[src/rtl/u8dsc_pkg.sv]
// ----------------------------------------------------------------------------
// u8dsc_pkg
// Shared widths, constants, burst descriptor and shaping-range test for the
// UTF-8 decoder with script classification.
// ----------------------------------------------------------------------------
package u8dsc_pkg;

    localparam int BYTE_W      = 8;
    localparam int CP_W        = 21;
    localparam int SEQ_W       = 2;
    // replacement count in one burst: up to four words
    localparam int REP_W       = 3;
    localparam int FIFO_DEPTH  = 4;
    localparam int FIFO_PTR_W  = $clog2(FIFO_DEPTH);
    localparam int FIFO_CNT_W  = $clog2(FIFO_DEPTH + 1);

    localparam logic [CP_W-1:0] REPL_CP = 21'h00FFFD;

    // One decoded byte's worth of output words: rep_cnt replacement words,
    // then optionally one decoded code point.
    typedef struct packed {
        logic [REP_W-1:0] rep_cnt;
        logic             has_cp;
        logic [CP_W-1:0]  cp;
        logic             sh;
        logic             shaping_old;
        logic             str_end;
    } t_burst;

    // Hebrew and Arabic blocks, including the Arabic presentation forms
    function automatic logic in_shaping_range(input logic [CP_W-1:0] cp);
        return (cp inside {[21'h000590 : 21'h0006FF]}) ||
               (cp inside {[21'h000750 : 21'h00077F]}) ||
               (cp inside {[21'h0008A0 : 21'h0008FF]}) ||
               (cp inside {[21'h00FB50 : 21'h00FDFF]}) ||
               (cp inside {[21'h00FE70 : 21'h00FEFF]});
    endfunction

endpackage

[src/rtl/u8dsc_if.sv]
// ----------------------------------------------------------------------------
// u8dsc interfaces
// Valid/ready channels for the byte stream in and the code point words out.
// ----------------------------------------------------------------------------
interface u8dsc_in_if;
    logic                         valid;
    logic                         ready;
    logic [u8dsc_pkg::BYTE_W-1:0] text_byte;
    logic                         string_final;

    modport source (output valid, output text_byte, output string_final, input ready);
    modport sink   (input valid, input text_byte, input string_final, output ready);
endinterface

interface u8dsc_out_if;
    logic                       valid;
    logic                       ready;
    logic [u8dsc_pkg::CP_W-1:0] code_point;
    logic                       is_replacement;
    logic                       needs_shaping;
    logic                       string_needs_shaping;
    logic                       burst_last;
    logic                       string_last;

    modport source (output valid, output code_point, output is_replacement,
                    output needs_shaping, output string_needs_shaping,
                    output burst_last, output string_last, input ready);
    modport sink   (input valid, input code_point, input is_replacement,
                    input needs_shaping, input string_needs_shaping,
                    input burst_last, input string_last, output ready);
endinterface

[src/rtl/u8dsc_front.sv]
// ----------------------------------------------------------------------------
// u8dsc_front
// Byte decoder: tracks the multi-byte sequence, classifies each byte and
// posts a burst descriptor per byte that yields any output word.
// ----------------------------------------------------------------------------
module u8dsc_front (
    input  logic              i_clk,
    input  logic              i_rst_n,
    u8dsc_in_if.sink          i_byte,
    output logic              o_push,
    output u8dsc_pkg::t_burst o_burst,
    input  logic              i_room
);
    import u8dsc_pkg::*;

    logic [CP_W-1:0]  r_pc, n_pc;
    logic [SEQ_W-1:0] r_bse, n_bse;
    logic [SEQ_W-1:0] r_ct, n_ct;
    logic             r_shaping, n_shaping;

    logic             accept;
    logic [REP_W-1:0] rep;
    logic             has_cp;
    logic [CP_W-1:0]  cp_v;
    logic             sh;

    assign i_byte.ready = i_room;
    assign accept       = i_byte.valid & i_room;

    // decode of the offered byte against the current sequence
    always_comb begin
        logic [BYTE_W-1:0] b;
        logic              fin;
        logic              lead_go;
        logic [CP_W-1:0]   pc_ext;
        b       = i_byte.text_byte;
        fin     = i_byte.string_final;
        lead_go = 1'b0;
        pc_ext  = {r_pc[CP_W-7:0], b[5:0]};
        n_pc    = r_pc;
        n_bse   = r_bse;
        n_ct    = r_ct;
        rep     = '0;
        has_cp  = 1'b0;
        cp_v    = '0;

        if (r_bse != '0) begin
            if (b[7:6] == 2'b10) begin
                n_pc  = pc_ext;
                n_bse = r_bse - SEQ_W'(1);
                n_ct  = r_ct + SEQ_W'(1);
                if (n_bse == '0) begin
                    has_cp = 1'b1;
                    cp_v   = pc_ext;
                    n_pc   = '0;
                    n_ct   = '0;
                end else if (fin) begin
                    // truncated at string end
                    rep = {1'b0, n_ct} + REP_W'(1);
                end
            end else begin
                // broken sequence: flush, then retry byte as a lead
                rep     = {1'b0, r_ct} + REP_W'(1);
                lead_go = 1'b1;
                n_pc    = '0;
                n_bse   = '0;
                n_ct    = '0;
            end
        end else begin
            lead_go = 1'b1;
        end

        if (lead_go) begin
            if (!b[7]) begin
                has_cp = 1'b1;
                cp_v   = CP_W'(b);
            end else if (b[7:5] == 3'b110) begin
                if (fin) rep = rep + REP_W'(1);
                else begin
                    n_pc  = CP_W'(b[4:0]);
                    n_bse = SEQ_W'(1);
                    n_ct  = '0;
                end
            end else if (b[7:4] == 4'b1110) begin
                if (fin) rep = rep + REP_W'(1);
                else begin
                    n_pc  = CP_W'(b[3:0]);
                    n_bse = SEQ_W'(2);
                    n_ct  = '0;
                end
            end else if (b[7:3] == 5'b11110) begin
                if (fin) rep = rep + REP_W'(1);
                else begin
                    n_pc  = CP_W'(b[2:0]);
                    n_bse = SEQ_W'(3);
                    n_ct  = '0;
                end
            end else begin
                // stray continuation or invalid lead
                rep = rep + REP_W'(1);
            end
        end

        sh        = has_cp & in_shaping_range(cp_v);
        n_shaping = r_shaping | sh;

        if (fin) begin
            n_pc      = '0;
            n_bse     = '0;
            n_ct      = '0;
            n_shaping = 1'b0;
        end
    end

    // descriptor towards the queue
    assign o_push              = accept & ((rep != '0) | has_cp);
    assign o_burst.rep_cnt     = rep;
    assign o_burst.has_cp      = has_cp;
    assign o_burst.cp          = cp_v;
    assign o_burst.sh          = sh;
    assign o_burst.shaping_old = r_shaping;
    assign o_burst.str_end     = i_byte.string_final;

    // sequence state
    always_ff @(posedge i_clk) begin
        if (!i_rst_n) begin
            r_pc      <= '0;
            r_bse     <= '0;
            r_ct      <= '0;
            r_shaping <= 1'b0;
        end else if (accept) begin
            r_pc      <= n_pc;
            r_bse     <= n_bse;
            r_ct      <= n_ct;
            r_shaping <= n_shaping;
        end
    end

endmodule

[src/rtl/u8dsc_fifo.sv]
// ----------------------------------------------------------------------------
// u8dsc_fifo
// Short flop queue of burst descriptors between the decoder and the
// word emitter.
// ----------------------------------------------------------------------------
module u8dsc_fifo (
    input  logic              i_clk,
    input  logic              i_rst_n,
    input  logic              i_push,
    input  u8dsc_pkg::t_burst i_data,
    output logic              o_room,
    input  logic              i_pop,
    output logic              o_avail,
    output u8dsc_pkg::t_burst o_data
);
    import u8dsc_pkg::*;

    t_burst                r_mem [FIFO_DEPTH];
    logic [FIFO_PTR_W-1:0] r_wr, r_rd;
    logic [FIFO_CNT_W-1:0] r_cnt;
    logic                  do_push, do_pop;

    assign o_room  = (r_cnt != FIFO_CNT_W'(FIFO_DEPTH));
    assign o_avail = (r_cnt != '0);
    assign o_data  = r_mem[r_rd];
    assign do_push = i_push & o_room;
    assign do_pop  = i_pop & o_avail;

    // storage
    always_ff @(posedge i_clk) begin
        if (do_push) r_mem[r_wr] <= i_data;
    end

    // pointers and fill count
    always_ff @(posedge i_clk) begin
        if (!i_rst_n) begin
            r_wr  <= '0;
            r_rd  <= '0;
            r_cnt <= '0;
        end else begin
            if (do_push)
                r_wr <= (r_wr == FIFO_PTR_W'(FIFO_DEPTH - 1)) ? '0 : r_wr + FIFO_PTR_W'(1);
            if (do_pop)
                r_rd <= (r_rd == FIFO_PTR_W'(FIFO_DEPTH - 1)) ? '0 : r_rd + FIFO_PTR_W'(1);
            if (do_push && !do_pop)      r_cnt <= r_cnt + FIFO_CNT_W'(1);
            else if (!do_push && do_pop) r_cnt <= r_cnt - FIFO_CNT_W'(1);
        end
    end

endmodule

[src/rtl/u8dsc_back.sv]
// ----------------------------------------------------------------------------
// u8dsc_back
// Word emitter: expands each burst descriptor into its replacement words and
// code point word, one word per cycle while the receiver is ready, into a registered output.
// ----------------------------------------------------------------------------
module u8dsc_back (
    input  logic              i_clk,
    input  logic              i_rst_n,
    input  logic              i_avail,
    input  u8dsc_pkg::t_burst i_burst,
    output logic              o_pop,
    u8dsc_out_if.source       o_cp
);
    import u8dsc_pkg::*;

    t_burst           r_cur;
    logic             r_busy;
    logic [REP_W-1:0] r_rem;
    logic             r_oval;

    logic             adv, fire, last, is_cp, w_sh;

    assign adv   = !r_oval | o_cp.ready;
    assign fire  = r_busy & adv;
    assign last  = (r_rem == REP_W'(1));
    assign is_cp = last & r_cur.has_cp;
    assign w_sh  = is_cp & r_cur.sh;
    assign o_pop = i_avail & (!r_busy | (fire & last));

    // burst generator
    always_ff @(posedge i_clk) begin
        if (!i_rst_n) begin
            r_busy <= 1'b0;
            r_rem  <= '0;
        end else if (o_pop) begin
            r_busy <= 1'b1;
            r_rem  <= i_burst.rep_cnt + REP_W'(i_burst.has_cp);
        end else if (fire) begin
            r_rem  <= r_rem - REP_W'(1);
            if (last) r_busy <= 1'b0;
        end
    end

    always_ff @(posedge i_clk) begin
        if (o_pop) r_cur <= i_burst;
    end

    // output word register
    always_ff @(posedge i_clk) begin
        if (!i_rst_n) r_oval <= 1'b0;
        else if (adv) r_oval <= fire;
    end

    always_ff @(posedge i_clk) begin
        if (fire) begin
            o_cp.code_point           <= is_cp ? r_cur.cp : REPL_CP;
            o_cp.is_replacement       <= !is_cp;
            o_cp.needs_shaping        <= w_sh;
            o_cp.string_needs_shaping <= r_cur.shaping_old | w_sh;
            o_cp.burst_last           <= last;
            o_cp.string_last          <= last & r_cur.str_end;
        end
    end

    assign o_cp.valid = r_oval;

endmodule

[src/rtl/utf8_decode_script_classify.sv]
// Path: an accepted byte's descriptor is written to the descriptor queue, popped
// into the emitter's burst register, and its words leave through the output register.
// Throughput: one byte per cycle in while the 4-deep descriptor queue has room,
// one word per cycle out while the receiver is ready; bursts hold up to four words.
// Reset: synchronous active-low i_rst_n clears sequence state, queue and output valid.
// ----------------------------------------------------------------------------
// utf8_decode_script_classify
// UTF-8 decoder with Arabic/Hebrew flagging: decoder front, descriptor queue,
// word emitter back.
// ----------------------------------------------------------------------------
module utf8_decode_script_classify (
    input  logic         i_clk,
    input  logic         i_rst_n,
    u8dsc_in_if.sink     i_byte,
    u8dsc_out_if.source  o_cp
);
    import u8dsc_pkg::*;

    logic   push, room, pop, avail;
    t_burst front_burst, head_burst;

    u8dsc_front u_front (
        .i_clk   (i_clk),
        .i_rst_n (i_rst_n),
        .i_byte  (i_byte),
        .o_push  (push),
        .o_burst (front_burst),
        .i_room  (room)
    );

    u8dsc_fifo u_fifo (
        .i_clk   (i_clk),
        .i_rst_n (i_rst_n),
        .i_push  (push),
        .i_data  (front_burst),
        .o_room  (room),
        .i_pop   (pop),
        .o_avail (avail),
        .o_data  (head_burst)
    );

    u8dsc_back u_back (
        .i_clk   (i_clk),
        .i_rst_n (i_rst_n),
        .i_avail (avail),
        .i_burst (head_burst),
        .o_pop   (pop),
        .o_cp    (o_cp)
    );

endmodule

[src/flat_wrapper.sv]
// flat-port wrapper written by rule: the top's interface ports become plain ports
module utf8_decode_script_classify_flat import u8dsc_pkg::*;
  (i_clk, i_rst_n, i_byte_valid, i_byte_text_byte, i_byte_string_final, i_byte_ready, o_cp_valid, o_cp_code_point, o_cp_is_replacement, o_cp_needs_shaping, o_cp_string_needs_shaping, o_cp_burst_last, o_cp_string_last, o_cp_ready);
  u8dsc_in_if i_byte_i ();
  u8dsc_out_if o_cp_i ();
  input  logic i_clk;
  input  logic i_rst_n;
  input wire logic [$bits(i_byte_i.valid)-1:0] i_byte_valid;
  input wire logic [$bits(i_byte_i.text_byte)-1:0] i_byte_text_byte;
  input wire logic [$bits(i_byte_i.string_final)-1:0] i_byte_string_final;
  output wire logic [$bits(i_byte_i.ready)-1:0] i_byte_ready;
  output wire logic [$bits(o_cp_i.valid)-1:0] o_cp_valid;
  output wire logic [$bits(o_cp_i.code_point)-1:0] o_cp_code_point;
  output wire logic [$bits(o_cp_i.is_replacement)-1:0] o_cp_is_replacement;
  output wire logic [$bits(o_cp_i.needs_shaping)-1:0] o_cp_needs_shaping;
  output wire logic [$bits(o_cp_i.string_needs_shaping)-1:0] o_cp_string_needs_shaping;
  output wire logic [$bits(o_cp_i.burst_last)-1:0] o_cp_burst_last;
  output wire logic [$bits(o_cp_i.string_last)-1:0] o_cp_string_last;
  input wire logic [$bits(o_cp_i.ready)-1:0] o_cp_ready;
  assign i_byte_i.valid = i_byte_valid;
  assign i_byte_i.text_byte = i_byte_text_byte;
  assign i_byte_i.string_final = i_byte_string_final;
  assign i_byte_ready = i_byte_i.ready;
  assign o_cp_valid = o_cp_i.valid;
  assign o_cp_code_point = o_cp_i.code_point;
  assign o_cp_is_replacement = o_cp_i.is_replacement;
  assign o_cp_needs_shaping = o_cp_i.needs_shaping;
  assign o_cp_string_needs_shaping = o_cp_i.string_needs_shaping;
  assign o_cp_burst_last = o_cp_i.burst_last;
  assign o_cp_string_last = o_cp_i.string_last;
  assign o_cp_i.ready = o_cp_ready;
  utf8_decode_script_classify u_core (.i_clk(i_clk), .i_rst_n(i_rst_n), .i_byte(i_byte_i), .o_cp(o_cp_i));
endmodule
[config.mk]
export PLATFORM = sky130hd
export DESIGN_NAME = utf8_decode_script_classify_flat
export DESIGN_NICKNAME = d
export VERILOG_FILES = /design/src/rtl/u8dsc_pkg.sv /design/src/rtl/u8dsc_if.sv /design/src/rtl/u8dsc_front.sv /design/src/rtl/u8dsc_fifo.sv /design/src/rtl/u8dsc_back.sv /design/src/rtl/utf8_decode_script_classify.sv /design/src/flat_wrapper.sv
export SDC_FILE = /design/constraint.sdc
export NUM_CORES = 1
export LEC_CHECK = 0
export ABC_AREA = 1
export BUFFER_PORTS_ARGS = -buffer_cell sky130_fd_sc_hd__buf_2
export CAP_MARGIN = 20
export CORE_ASPECT_RATIO = 1.25
export CORE_MARGIN = 5
export CORE_UTILIZATION = 45
export CTS_CLUSTER_SIZE = 20
export DETAILED_ROUTE_END_ITERATION = 10
export PLACE_DENSITY = 0.68
export SLEW_MARGIN = 30
export SYNTH_ARGS = -nofsm -noshare
export SYNTH_HDL_FRONTEND = slang
export SYNTH_SLANG_ARGS = --single-unit
[constraint.sdc]
create_clock -name i_clk -period 4 [get_ports i_clk]
set_input_delay 0.2 -clock i_clk [delete_from_list [all_inputs] [get_ports i_clk]]
set_output_delay 0.2 -clock i_clk [all_outputs]
set_load 0.01 [all_outputs]
==> reports/results.ini <==
[run_status]
outcome=complete, no violations

[timing]
min_period_ns=3.52
grt_setup_unrepaired=no
tightest_slew_ns=0.815
timing.final.crit_share_pct=87.9
finalClockSkew_ns=0.00712
hold_violations=0
fin_tns_setup_ns=0
setup_viol=0
relSlewSlack_pct=45.5
fmax_ghz=0.284
slew_viol_final=0

[die]
rows=56
num_io_pins=41
start_util_pct=45.8
die_w_um=134
die_area_mm2=0.0221
coreArea_mm2=0.0188
die_h_um=165

[setup_path]
critPathLaunchType=register
r2r_slack_ns=0.48
crit_arrival_ns=3.83
cp_max_fo=17
cp.required_ns=4.32
criticalPathCategory=reg2reg
end_kind=register

[synth]
syn_area_per_cell_um2=10.5
yosysMostFrequentCell=edfxtp_1
syn_nets=851
yosysTopAreaCell=edfxtp_1
yosysWarnings=0
synth_area_mm2=0.00863
synth_cell_types=44
syn_inst=822
netlist.area_leader.share_pct=56.7
async_reset_ff_share_pct=0
synth_area_leaders=edfxtp_1 57%, dfxtp_1 7.9%, nand2_1 5.6%, nor2_1 5.3%, o21ai_0 4.7%
synth_edf_count=163
synthFlopType=edfxtp_1
yosys-top-cells-count=163 x edfxtp_1, 129 x nand2_1, 121 x nor2_1
ys_seq_area_share_pct=64.6
yosys_register_bits=197

[clock_network]
post_cts_resized=0
post_cts_buffers=0
cts.sinks=197
clock_latency_ns=0.43
clockBufferDepth=2
ctsHoldBuffers=0
clkSlewWorstSetupHoldPaths_ns=0.07
cts-buffers-inserted=17
htree_levels=4
cts_root_buffer=clkbuf_16
cts_tree=yes

[global_route]
grtUsageTotal_pct=15.7
grt_pass1_wl_um=27000
antenna_found_initial=0
grt_overflow=0
grt_max_degree=47
grt_pass1_vias=5484

[drt]
drc=0
drt-initial-drc-count=351
via_per_inst=5.20
vias=5738
ant_nets=0
routed_wl_um=16500
wl_per_cell_um=14.9
first_pass_iters=6

[placed_design]
hpwl_um=11200
io_buffers=40
globalplace.congestion=0.909
placed_area_mm2=0.00907

[final_layout]
area_delta_synth_final_pct=11.4
layout.nets=888
layout-drive-gt1-share_pct=14.6
finish.instance_area_mm2=0.00961
antenna-diode-count=0
fillers=1640

[min_path]
hp-class=in2reg

[job]
drv_cap=0

[power]
vdd_drop_max_mv=0.291
cellPowerDensity_mw_per_mm2=590
p_leak_nw=3.61

==> worst max-delay path, cell delays in order (launching register included) <==
cell and delay, ns:
dfxtp_1 0.40, ha_1 0.54, nor2_1 0.16, a21oi_1 0.21
nand3b_4 0.18, inv_1 0.05, ha_1 0.20, nand3_2 0.09
xor2_2 0.22, nand3b_4 0.20, nand2_4 0.08, inv_4 0.08
ha_1 0.13, inv_1 0.06, fa_1 0.37, a21oi_1 0.14
o21ai_0 0.11, o21ai_0 0.15, a21oi_1 0.05
==> metal layers <==
metal / routed length (µm) / track usage (%)
met5: 0 / 0
met4: 309 / 6.17
met3: 731 / 3.02
met2: 8350 / 28.1
met1: 7090 / 18.8
==> cell families after synthesis <==
kind of cell,count (synthesis),share of synthesized area (%)
simple gates,320,16.4
flops,197,64.6
compound gates,159,10.1
buf+inv,126,5.86
fa+ha+maj,16,2.41
xor+xnor,4,0.580
==> cell type report <==
class	count	area (µm²)	share of cell area [%]
clock inverter	14	110	1.15
clock buffer	18	429	4.47
inverter	91	344	3.58
timing repair buffer	53	298	3.10
multi-input combinational	499	2560	26.6
tap	232	290	3.02
sequential	197	5580	58.0
==> registers in the layout (all words and copies together) (netlist names), named ones only <==
name and cells:
u_core.u_back.o_cp.needs_shaping 1, u_core.u_fifo.r_wr 2, u_core.u_front.r_shaping 1, u_core.u_back.o_cp.string_needs_shaping 1, u_core.u_front.r_ct 2, u_core.u_back.o_cp.burst_last 1, u_core.u_front.r_pc 15, u_core.u_back.o_cp.is_replacement 1
u_core.u_back.o_cp.code_point 21, u_core.u_back.r_cur 25, u_core.u_front.r_bse 2, u_core.u_back.o_cp.valid 1, u_core.u_fifo.r_mem 112, u_core.u_back.r_busy 1, u_core.u_back.r_rem 3, u_core.u_fifo.r_rd 2
u_core.u_back.o_cp.string_last 1, u_core.u_fifo.r_cnt 3
==> final timing paths <==
path | start | cells after the start | to
hold / removal | i_byte_text_byte[3] | 3 | u_core.u_front.r_pc[3]$_SDFFE_PN0P_
setup / recovery | u_core.u_front.r_bse[0]$_SDFFE_PN0P_ | 18 | u_core.u_fifo.r_cnt[2]$_SDFFE_PN0P_
hold reg to reg | u_core.u_front.r_pc[2]$_SDFFE_PN0P_ | 2 | u_core.u_front.r_pc[2]$_SDFFE_PN0P_
setup reg to reg | u_core.u_front.r_bse[0]$_SDFFE_PN0P_ | 18 | u_core.u_fifo.r_cnt[2]$_SDFFE_PN0P_
==> placed cells by master (no fill, tap or decap), types with 2 or more instances in the layout <==
cell type,netlist,routed
edfxtp_1,163,163
nand2_1,129,129
nor2_1,121,115
inv_1,88,88
o21ai_0,81,81
buf_2,3,40
o22ai_1,36,36
dfxtp_1,34,34
a21oi_1,30,30
nand3_1,23,23
or2_2,17,17
clkbuf_16,0,17
ha_1,15,15
buf_4,3,13
nor2_2,6,12
clkinv_2,0,5
o211ai_1,4,4
nor3_1,3,3
nand4_1,3,3
nand2_4,3,3
nand2_2,3,3
nand3b_1,3,3
inv_6,0,3
clkinv_1,0,3
inv_2,2,2
xor2_2,2,2
nand3b_4,2,2
o21bai_1,2,2
clkinv_4,0,2
==> report_power, final <==
part	switching [mW]	leakage [nW]	internal, mW	total, mW
logic	0.877	1.62	0.407	1.28
clock network	0.723	0.271	0.853	1.58
registers	0.117	1.72	2.69	2.81
total	1.72	3.61	3.95	5.67
==> through the flow <==
step | setup WS, ns | total power, mW | std cells | util [%] | hold WS [ns]
6_report | 0.484 | 5.67 | 1104 | 51.0 | 0.0544
5_1_grt | 0.174 | 6.00 | 1104 | 51.0 | 0.0609
4_1_cts | 0.490 | 5.72 | 1104 | 51.0 | 0.0321
3_5_place_dp | 0.494 | 4.16 | 1072 | 48.1 | 0.474
3_3_place_gp | 0.593 | 4.12 | 1072 | 48.1 | 0.471
2_1_floorplan | 0.481 | 3.76 | 822 | - | 0.299
Power figures use the tool's default switching activity.
